`src/rtl/core/fwpr_pkg.sv`:
```
// Package for the fixed-weight pattern ranker: widths, register map,
// shared state types and bit helpers. No dependencies.
`default_nettype none

package fwpr_pkg;

  localparam int unsigned MAX_BITS = 32;
  localparam int unsigned PAT_W    = MAX_BITS;
  localparam int unsigned WGT_W    = $clog2(MAX_BITS + 1);
  localparam int unsigned RANK_W   = 30;
  localparam int unsigned NBITS_W  = 6;
  localparam int unsigned DATA_W   = 32;

  // Register map: one word per register.
  localparam int unsigned REG_IDX_W = 1;
  localparam int unsigned PADDR_W   = REG_IDX_W + 2;
  localparam logic [REG_IDX_W-1:0] REG_NBITS = REG_IDX_W'(0);

  localparam logic [NBITS_W-1:0] NBITS_RESET = NBITS_W'(16);

  typedef struct packed {
    logic [PAT_W-1:0]  pattern;
    logic [WGT_W-1:0]  weight;
    logic [RANK_W-1:0] rank;
  } walk_t;

  typedef struct packed {
    logic last_weight;
    logic last_table;
  } flags_t;

  // Mask with the k lowest bits set, saturating at the full pattern width.
  function automatic logic [PAT_W-1:0] low_ones(input logic [WGT_W-1:0] k);
    logic [PAT_W:0] m;
    m = ((PAT_W+1)'(1) << k) - (PAT_W+1)'(1);
    if (k >= WGT_W'(MAX_BITS)) begin
      low_ones = '1;
    end else begin
      low_ones = m[PAT_W-1:0];
    end
  endfunction

  // Clamp the programmed width into 1..MAX_BITS.
  function automatic logic [WGT_W-1:0] eff_width(input logic [NBITS_W-1:0] nb);
    if (nb == '0) begin
      eff_width = WGT_W'(1);
    end else if (nb > NBITS_W'(MAX_BITS)) begin
      eff_width = WGT_W'(MAX_BITS);
    end else begin
      eff_width = WGT_W'(nb);
    end
  endfunction

endpackage

`default_nettype wire

```
`src/rtl/core/fwpr_flags.sv`:
```
// End-of-weight and end-of-table detection for one walk state.
// Depends on fwpr_pkg.
`default_nettype none

module fwpr_flags import fwpr_pkg::*; (
  input  walk_t            walk_i,
  input  logic [WGT_W-1:0] width_i,
  output flags_t           flags_o
);

  logic [WGT_W-1:0] free_bits;
  logic [PAT_W-1:0] top_pat;

  // Highest pattern of this weight: ones packed against the top of the width.
  assign free_bits = width_i - walk_i.weight;
  assign top_pat   = low_ones(width_i) & ~low_ones(free_bits);

  assign flags_o.last_table  = (walk_i.weight >= width_i);
  assign flags_o.last_weight = flags_o.last_table || (walk_i.pattern >= top_pat);

endmodule

`default_nettype wire

```
`src/rtl/core/fwpr_next.sv`:
```
// Next-entry logic: restart, weight step and the next-combination step.
// Depends on fwpr_pkg.
`default_nettype none

module fwpr_next import fwpr_pkg::*; (
  input  walk_t walk_i,
  input  flags_t flags_i,
  input  logic  restart_i,
  input  logic  started_i,
  output walk_t walk_o
);

  logic [PAT_W:0]   p_ext;
  logic [PAT_W:0]   t_ext;
  logic [PAT_W:0]   fill;
  logic [WGT_W-1:0] tz_p;
  logic [WGT_W-1:0] tz_t;
  logic [WGT_W-1:0] shift_d;
  logic [WGT_W-1:0] wgt_inc;

  // Trailing-zero count over the extended word.
  function automatic logic [WGT_W-1:0] ctz(input logic [PAT_W:0] v);
    logic [WGT_W-1:0] c;
    c = WGT_W'(PAT_W + 1);
    for (int i = PAT_W; i >= 0; i--) begin
      if (v[i]) begin
        c = WGT_W'(i);
      end
    end
    return c;
  endfunction

  // Clear the lowest run of ones and carry into the next bit, then refill
  // the bottom with one fewer ones than the run held.
  assign p_ext   = {1'b0, walk_i.pattern};
  assign t_ext   = (p_ext | (p_ext - (PAT_W+1)'(1))) + (PAT_W+1)'(1);
  assign tz_p    = ctz(p_ext);
  assign tz_t    = ctz(t_ext);
  assign shift_d = tz_t - tz_p;
  assign fill    = (((PAT_W+1)'(1) << shift_d) >> 1) - (PAT_W+1)'(1);
  assign wgt_inc = walk_i.weight + WGT_W'(1);

  always_comb begin
    walk_o = walk_i;
    if (restart_i) begin
      walk_o.pattern = '0;
      walk_o.weight  = '0;
      walk_o.rank    = RANK_W'(1);
    end else if (!started_i) begin
      walk_o = walk_i;
    end else if (flags_i.last_table) begin
      walk_o.pattern = '0;
      walk_o.weight  = '0;
      walk_o.rank    = RANK_W'(1);
    end else if (flags_i.last_weight) begin
      walk_o.weight  = wgt_inc;
      walk_o.pattern = low_ones(wgt_inc);
      walk_o.rank    = RANK_W'(1);
    end else begin
      walk_o.pattern = t_ext[PAT_W-1:0] | fill[PAT_W-1:0];
      walk_o.rank    = walk_i.rank + RANK_W'(1);
    end
  end

endmodule

`default_nettype wire

```
`src/rtl/core/fixed_weight_pattern_ranker.sv`:
```
// Fixed-weight pattern ranker: walks all patterns of n_bits bits by rising
// weight, one entry per item. Entries pass the walk state and then the result
// register. Throughput: one item per cycle unless output stalls; the former
// closes the only loop (next-entry logic), the latter parts it from the output.
// Reset: n_bits = 16, walk at weight zero, rank 1; first plain item emits it.
`default_nettype none

module fixed_weight_pattern_ranker import fwpr_pkg::*; (
  input  logic               clk_i,
  input  logic               rst_ni,
  // Request channel
  input  logic               in_valid_i,
  output logic               in_stall_o,
  input  logic               restart_i,
  // Result channel
  output logic               out_valid_o,
  input  logic               out_stall_i,
  output logic [PAT_W-1:0]   pattern_o,
  output logic [WGT_W-1:0]   weight_o,
  output logic [RANK_W-1:0]  rank_o,
  output logic               last_of_weight_o,
  output logic               last_of_table_o,
  // Configuration port
  input  logic               psel,
  input  logic               penable,
  input  logic               pwrite,
  input  logic [PADDR_W-1:0] paddr,
  input  logic [DATA_W-1:0]  pwdata,
  output logic [DATA_W-1:0]  prdata,
  output logic               pready
);

  logic [NBITS_W-1:0] nbits_q;
  logic [WGT_W-1:0]   width;
  logic               cfg_wr;

  walk_t  walk_q;
  walk_t  walk_d;
  flags_t flags;
  logic   started_q;
  logic   s1_vld_q;
  logic   s1_adv;
  logic   in_acc;

  logic               out_vld_q;
  logic [PAT_W-1:0]   out_pat_q;
  logic [WGT_W-1:0]   out_wgt_q;
  logic [RANK_W-1:0]  out_rank_q;
  logic               out_lw_q;
  logic               out_lt_q;

  // ---------------------------------------------------------------------------
  // Configuration: single width register, always ready.
  // ---------------------------------------------------------------------------
  assign pready = 1'b1;
  assign cfg_wr = psel && penable && pwrite && pready;
  assign prdata = (paddr[PADDR_W-1:2] == REG_NBITS) ? DATA_W'(nbits_q) : '0;

  always_ff @(posedge clk_i or negedge rst_ni) begin
    if (!rst_ni) begin
      nbits_q <= NBITS_RESET;
    end else if (cfg_wr && (paddr[PADDR_W-1:2] == REG_NBITS)) begin
      nbits_q <= pwdata[NBITS_W-1:0];
    end
  end

  assign width = eff_width(nbits_q);

  // ---------------------------------------------------------------------------
  // Handshake. The walk register doubles as the first stage: it holds the
  // entry of the latest item until it moves into the result register. Stall
  // the input only when that entry cannot move on.
  // ---------------------------------------------------------------------------
  assign s1_adv     = s1_vld_q && (!out_vld_q || !out_stall_i);
  assign in_stall_o = s1_vld_q && out_vld_q && out_stall_i;
  assign in_acc     = in_valid_i && !in_stall_o;

  // Flags of the held entry: steer the next step and go out with the result.
  fwpr_flags u_flags (
    .walk_i  (walk_q),
    .width_i (width),
    .flags_o (flags)
  );

  fwpr_next u_next (
    .walk_i    (walk_q),
    .flags_i   (flags),
    .restart_i (restart_i),
    .started_i (started_q),
    .walk_o    (walk_d)
  );

  // Load the next walk state on every accepted item.
  always_ff @(posedge clk_i or negedge rst_ni) begin
    if (!rst_ni) begin
      walk_q.pattern <= '0;
      walk_q.weight  <= '0;
      walk_q.rank    <= RANK_W'(1);
      started_q      <= 1'b0;
      s1_vld_q       <= 1'b0;
    end else begin
      if (in_acc) begin
        walk_q    <= walk_d;
        started_q <= 1'b1;
      end
      s1_vld_q <= in_acc || (s1_vld_q && !s1_adv);
    end
  end

  // ---------------------------------------------------------------------------
  // Result register: load when the held entry advances, drop when taken.
  // ---------------------------------------------------------------------------
  always_ff @(posedge clk_i or negedge rst_ni) begin
    if (!rst_ni) begin
      out_vld_q <= 1'b0;
    end else begin
      out_vld_q <= s1_adv || (out_vld_q && out_stall_i);
    end
  end

  always_ff @(posedge clk_i) begin
    if (s1_adv) begin
      out_pat_q  <= walk_q.pattern;
      out_wgt_q  <= walk_q.weight;
      out_rank_q <= walk_q.rank;
      out_lw_q   <= flags.last_weight;
      out_lt_q   <= flags.last_table;
    end
  end

  assign out_valid_o      = out_vld_q;
  assign pattern_o        = out_pat_q;
  assign weight_o         = out_wgt_q;
  assign rank_o           = out_rank_q;
  assign last_of_weight_o = out_lw_q;
  assign last_of_table_o  = out_lt_q;

  // ---------------------------------------------------------------------------
  // Assertions
  // ---------------------------------------------------------------------------
  // The weight always matches the pattern's popcount.
  a_weight_popcount: assert property (@(posedge clk_i) disable iff (!rst_ni)
    $countones(walk_q.pattern) == 32'(walk_q.weight))
    else $error("walk weight does not match pattern popcount");

  // A restart lands on the weight-zero entry with rank 1.
  a_restart_zero: assert property (@(posedge clk_i) disable iff (!rst_ni)
    in_acc && restart_i |=> walk_q.pattern == '0 && walk_q.weight == '0 &&
                            walk_q.rank == RANK_W'(1))
    else $error("restart did not return to weight zero");

  // An accepted item always occupies the first stage next cycle.
  a_accept_held: assert property (@(posedge clk_i) disable iff (!rst_ni)
    in_acc |=> s1_vld_q)
    else $error("accepted item lost before the result register");

  // The last table entry is also the last of its weight.
  a_flags_order: assert property (@(posedge clk_i) disable iff (!rst_ni)
    out_vld_q |-> !out_lt_q || out_lw_q)
    else $error("last of table without last of weight");

endmodule

`default_nettype wire

```
`config.mk`:
```
export PLATFORM = sky130hd
export DESIGN_NAME = fixed_weight_pattern_ranker
export DESIGN_NICKNAME = d
export VERILOG_FILES = /design/src/rtl/core/fwpr_pkg.sv /design/src/rtl/core/fwpr_flags.sv /design/src/rtl/core/fwpr_next.sv /design/src/rtl/core/fixed_weight_pattern_ranker.sv
export SDC_FILE = /design/constraint.sdc
export NUM_CORES = 1
export LEC_CHECK = 0
export BUFFER_PORTS_ARGS = -buffer_cell sky130_fd_sc_hd__clkbuf_2
export CORE_ASPECT_RATIO = 1.5
export CORE_UTILIZATION = 60
export DETAILED_ROUTE_END_ITERATION = 12
export MAX_ROUTING_LAYER = met4
export PLACE_DENSITY = 0.81
export SYNTH_ARGS = -nofsm -noshare
export SYNTH_HDL_FRONTEND = slang
export SYNTH_HIERARCHICAL = 1
export SYNTH_SLANG_ARGS = --single-unit
```
`constraint.sdc`:
```
create_clock -name clk_i -period 13.56 [get_ports clk_i]
set_input_delay 3.39 -clock clk_i [delete_from_list [all_inputs] [get_ports clk_i]]
set_output_delay 3.39 -clock clk_i [all_outputs]
set_load 0.005 [all_outputs]
```
==> results of run 1 <==
## path summary, 6_finish.rpt
| kind | slack [ns] | endpoint | startpoint |
|---|---|---|---|
| worst max-delay path | 4.01 | walk_q[54] | walk_q[43] |
| worst min-delay path | 0.50 | nbits_q[0] | nbits_q[0] |
| worst max register to register | 4.01 | walk_q[54] | walk_q[43] |
| worst min register to register | 0.50 | nbits_q[0] | nbits_q[0] |
| max in group asynchronous | 9.57 | out_valid_o | rst_ni |
| min in group asynchronous | 2.80 | walk_q[25] | rst_ni |
## worst reg2reg max path, stage by stage, from the launching register on
cell and delay [ns]:
dfrtp_1 0.65, nor4_1 0.88, a41oi_1 0.37, nor3_1 0.44
nor4b_2 0.75, nand4_1 0.34, o21a_1 0.28, or2_1 0.28
or4b_1 0.60, a311oi_1 0.25, nor2_1 0.07, ha_1 0.42
o221ai_1 0.16, a21oi_1 0.27, xor2_1 0.54, nor3_2 0.13
nor2_1 0.28, nor2_1 0.12, nand4_1 0.16, ha_1 0.64
o31ai_1 0.16, a21oi_1 0.24, nand2_1 0.24, xnor2_1 0.20
a2111oi_0 0.60, a21oi_1 0.14, nand2_1 0.13, o211ai_2 0.08
## metal layers
metal  part of all wire  up-vias
li1                   -     7078
met1               0.37     7562
met2               0.47      930
met3              0.087      243
met4              0.071        0
met5                  0        -
## registers in the layout, indices dropped and copies added, names as in the netlist
register,count
nbits_q,6
s1_vld_q,1
walk_q,68
pattern_o,32
weight_o,6
out_valid_o,1
rank_o,30
last_of_table_o,1
last_of_weight_o,1
started_q,1
## cell type report
type	count	area share
multi-input combinational	1557	0.630
sequential	147	0.252
timing repair buffer	133	0.0483
clock buffer	18	0.0268
tap	324	0.0253
inverter	41	0.00962
clock inverter	14	0.00735
## synth_stat cells (8+ instances only)
master and count:
a31oi_1 22, dfrtp_1 75, xor2_1 30, buf_4 30
a211oi_1 12, o21ai_0 102, o221ai_1 13, a21o_1 30
nor3_1 52, a2111oi_0 11, o2111ai_1 9, a21oi_1 121
or3_1 13, edfxtp_1 70, buf_6 8, nor2_1 160
nor2b_1 22, o211ai_1 19, a211o_1 9, nand3_1 77
xnor2_1 34, o22ai_1 12, o31ai_1 10, inv_1 40
ha_1 54, o211ai_2 68, clkbuf_1 115, nand4_1 95
buf_2 8, and3_1 25, nor4_1 27, nand2b_1 84
or4_1 12, buf_12 8, nand2_1 213, o21a_1 13
## through the flow
step / cell area, um2 / hold WS, ns
floorplan: 15200 / 0.441
global placement: 15400 / 0.478
detailed placement: 15400 / 0.486
CTS: 16000 / 0.502
global route: 16000 / 0.531
finish: 16000 / 0.498
## kinds of logic (layout without fill, tap and decap cells)
family	Yosys count	count (layout)	share of synthesized area
buffers and inverters	214	206	0.0739
and+or+nand+nor	840	840	0.289
muxes	16	16	0.0115
other	2	27	0.000497
adders and majority gates	56	56	0.0473
xor gates and xnor gates	65	65	0.0381
AOI/OAI and AO/OA	553	553	0.273
DFF	147	147	0.267
==> metrics, run 1 <==
H-tree Lvls=4; part of the Yosys area used for sequential elements=0.267; data arrival time of the worst path=around 9.9 ns; layout cell share with drive strength beyond 1=0.152; instance count of the mapped netlist=around 1,900; Final Max Slew Viols=0; RSZ-0062 raised after global routing=false; PostCTS Resize Cnt=0; top-area cell type share of the netlist area=0.139; critical path peak fanout=19; Total Nets Final=between 1,500 and 2,000; number of warnings issued by yosys=6; global-route wire length before repair=82.0 mm; number of cells on the worst hold path=1; fin worst setup slack=4.01 ns; DIE HEIGHT=196 um; number of filler cells placed in the layout=2,155; # clock sinks=roughly 150; Setup WS pre-CTS=between 4 and 5 ns; worst setup skew after layout=about 0.013 ns; post-synthesis average cell area=between 7 and 8 um2; Async SR Flop Fraction=0.524; Total Routing Usage GR=0.419; drt wl/cell=between 20 and 25 um; Top Usage Layer GRT=met2; Tcrit/Tclk final=0.704; highest-count cells in the layout ignoring fill and taps=nand2_1, nor2_1, a21oi_1, o21ai_0, nand4_1; RD Place Congestion=a little over 1; multi-input combinational cell area=10,100 um2; required time of the critical path=between 10 and 15 ns; Final Hold Fails=0; Worst setup EP type=register; Max-Cap Viols=0; number of buffers inserted to repair setup after CTS=0; quantity of I/O buffers inserted on ports=slightly above 90; Bufs on Longest Clock Path=2; CTS Root Cell=clkbuf_16; GR Layer Usage met3=0.0692; post-CTS clock slew at the launch and capture registers of the worst setup and hold paths=~0.070 ns; Yosys reg bits=between 100 and 150; leading post-synthesis cells by cell area=edfxtp_1, dfrtp_1, o211ai_2; area of the mapped netlist=~15,000 um2; number of ports placed on the die boundary=roughly 150; CP Buf/Inv Count=0; critical path class=register to register; status=finished, final reports clean; Layout area overhead=5.78%; Worst path slowest cell=nor4_1; CP Launch Type=register; Core Box Area=around 25,000 um2; Site Rows=70; diodes inserted=0; number of placed instances with taps included=approximately 2,200; number of flops mapped to enable cells by yosys=70; remaining global-route overflow=0; actual slew at the worst max-slew pin=roughly 1.2 ns; width of the die=approximately 130 um; worst hold path class=register to register; post-route antenna net violation count=0; most used flip-flop cell after synthesis=dfrtp_1; min cycle time layout=approximately 9.6 ns; number of hold buffers added after CTS=0; R2R depth=27; met2 layer usage reported by global route=0.673; worst stage delay on the critical path=0.87 ns; logic depth of the worst path, buffers included=27; initial detailed-routing violation count=roughly 1,500; setup_tns=0 ns; cell family contributing the most delay on the critical path=simple AND/OR/NAND/NOR gates; max_slew headroom=0.215; via density per instance=between 7 and 8; effective utilization at floorplan=0.617; most common cell after layout, fill and taps aside=nand2_1; GR met1 Demand/Resource=0.480; detailed-routing iteration count for the pre-antenna-repair pass=6; DRC errors left=0; clock network latency to the later pin of the worst-skew pair=0.45 ns; number of setup violations in the final report=0; total number of vias=between 15,000 and 20,000; number of global-route vias before repair=roughly 15,000; total routed wirelength=about 53 mm; number of antenna violations at the first check in global routing=1; largest net degree at the start of global routing=approximately 110; post-detail-place hpwl=around 37 mm; CTS tree=built; Die Area=25,900 um2; post-synthesis cell type with the largest combined area=edfxtp_1; footprint of the flip-flops and latches=4030 um2; maximum clock rate=105 MHz; Cell Count, Final, Fillers Out=2,234; count of different cell masters after synthesis=about 110; final cell utilization of the core=0.652; CTS buffer count=17
Power of run 1 is not shown: default switching activity piles up to over one toggle a cycle in this logic, so the estimate is an artifact.
==> run 2: changes to the inputs <==
==> constraint.sdc (replaced) <==
create_clock -name clk_i -period 9 [get_ports clk_i]
set_input_delay 2.25 -clock clk_i [delete_from_list [all_inputs] [get_ports clk_i]]
set_output_delay 2.25 -clock clk_i [all_outputs]
set_load 0.005 [all_outputs]
==> metrics, run 2 (synthesized netlist as in run 1, its figures left out) <==
final design area excluding fillers=16,300 um2 (+1.8%); width of the die=132 um (unchanged); Tcrit/Tclk final=0.926 (+0.222); data arrival time of the worst path=8.62 ns (-1.23 ns); worst stage delay on the critical path=0.77 ns (-0.10 ns); largest net degree at the start of global routing=107 (+0.94%); min-delay src=nbits_q[0]; Core Box Area=24,500 um2 (unchanged); status=finished, final reports clean; Total Nets Final=2,026 (+1.5%); drt wl/cell=23.3 um (-2.5%); max_slew headroom=0.277 (+0.0617); post-route antenna net violation count=0 (unchanged); diodes inserted=0 (unchanged); PostCTS Resize Cnt=0 (unchanged); total routed wirelength=52.7 mm (-1.1%); startpoint of the worst register-to-register path=nbits_q[1]; initial detailed-routing violation count=1,852 (+22%); RSZ-0062 raised after global routing=false; quantity of I/O buffers inserted on ports=92 (unchanged); Cell Count, Final, Fillers Out=2,264 (+1.3%); number of hold buffers added after CTS=0 (unchanged); most common cell after layout, fill and taps aside=nand2_1; Total Routing Usage GR=0.418 (-0.000866); effective utilization at floorplan=0.617 (unchanged); number of setup violations in the final report=0 (unchanged); Max-Cap Viols=0 (unchanged); actual slew at the worst max-slew pin=1.07 ns (-0.0953 ns); via density per instance=7.02 (-0.86%); DRC errors left=0 (unchanged); min cycle time layout=8.33 ns (-1.22 ns); largest register by flop count=walk_q; CTS buffer count=17 (unchanged); worst setup skew after layout=0.0218 ns (+0.00918 ns); Fin Hold WS=0.502 ns (+0.00379 ns); CP Launch Type=register; number of global-route vias before repair=14,774 (+1.6%); critical path class=register to register; Worst setup EP type=register; number of ports placed on the die boundary=148 (unchanged); Layout area overhead=7.63%; Final Max Slew Viols=0 (unchanged); clock network latency to the later pin of the worst-skew pair=0.46 ns (about the same); setup_tns=0 ns (unchanged); worst hold path class=register to register; remaining global-route overflow=0 (unchanged); post-detail-place hpwl=37.3 mm (+0.39%); Final Hold Fails=0 (unchanged); DIE HEIGHT=196 um (unchanged); max reg flops=68 (unchanged); number of placed instances with taps included=2,232 (+1.4%); Bufs on Longest Clock Path=2 (unchanged); maximum clock rate=120 MHz (+15%); # clock sinks=147 (unchanged); number of filler cells placed in the layout=2,130 (-1.2%); number of antenna violations at the first check in global routing=0 (-1); number of buffers inserted to repair setup after CTS=0 (unchanged); RD Place Congestion=1.06 (+4.5%); H-tree Lvls=4 (unchanged); CTS tree=built; Site Rows=70 (unchanged); detailed-routing iteration count for the pre-antenna-repair pass=6 (unchanged); CTS Root Cell=clkbuf_16; Worst setup startpoint=nbits_q[1]; Worst path slowest cell=o21ai_2; total number of vias=15,888 (+0.47%); required time of the critical path=9.29 ns (-4.57 ns); critical path peak fanout=18 (-1); Die Area=25,900 um2 (unchanged); layout cell share with drive strength beyond 1=0.165 (+0.0126); global-route wire length before repair=82.2 mm (+0.23%); highest-count cells in the layout ignoring fill and taps=nand2_1, nor2_1, a21oi_1, o21ai_0, nand4_1; placed cell areas=15,700 um2 (+1.5%); post-CTS clock slew at the launch and capture registers of the worst setup and hold paths=0.08 ns (about the same)
[run 2: cell types whose count changed in the layout (fill, tap and decap cells not counted)]
cell / previous run / this run
buf_4: 43 / 73
bufinv_16: 0 / 3
clkinv_4: 2 / 0
inv_8: 3 / 1
clkbuf_1: 1 / 2
clkinvlp_4: 3 / 2
inv_6: 4 / 5
[run 2: area by class of cell]
type	instances	area, um2	share of cell area
Clock buffer	19	433	0.0266
Multi-Input combinational cell	1557	10100	0.619
Sequential cell	147	4030	0.248
Timing Repair Buffer	163	998	0.0613
Clock inverter	13	169	0.0104
Tap cell	324	405	0.0249
Inverter	41	154	0.00946
[run 2: critical path: cells and delay by family (launching register included)]
family          cells  cell delay (ns)
simple gates        9             2.19
compound gates     12             3.36
fa+ha+maj           4             1.40
buf+inv             3             0.76
flops               1             0.41
[run 2: final timing paths]
check | end | slack [ns] | cells after the start
hold reg to reg | nbits_q[0] | 0.50 | 1
setup / recovery | walk_q[40] | 0.67 | 28
hold / removal | nbits_q[0] | 0.50 | 1
max in group asynchronous | s1_vld_q | 6.13 | 2
setup reg to reg | walk_q[40] | 0.67 | 28
min in group asynchronous | walk_q[22] | 1.66 | 1
[run 2: through the flow]
stage / util / setup slack, ns
2_1_floorplan: - / 1.97
3_3_place_gp: 0.639 / 1.07
3_5_place_dp: 0.639 / 0.953
4_1_cts: 0.664 / 0.914
5_1_grt: 0.664 / 0.326
6_report: 0.664 / 0.667
[run 2: per-layer routing]
layer / vias to the layer above / track usage / part of all wire
met5: - / - / 0
met2: 943 / 0.693 / 0.49
li1: 7153 / - / -
met3: 232 / 0.0579 / 0.084
met1: 7560 / 0.465 / 0.35
met4: 0 / 0.291 / 0.073
Power of run 2 is left out for the same reason.
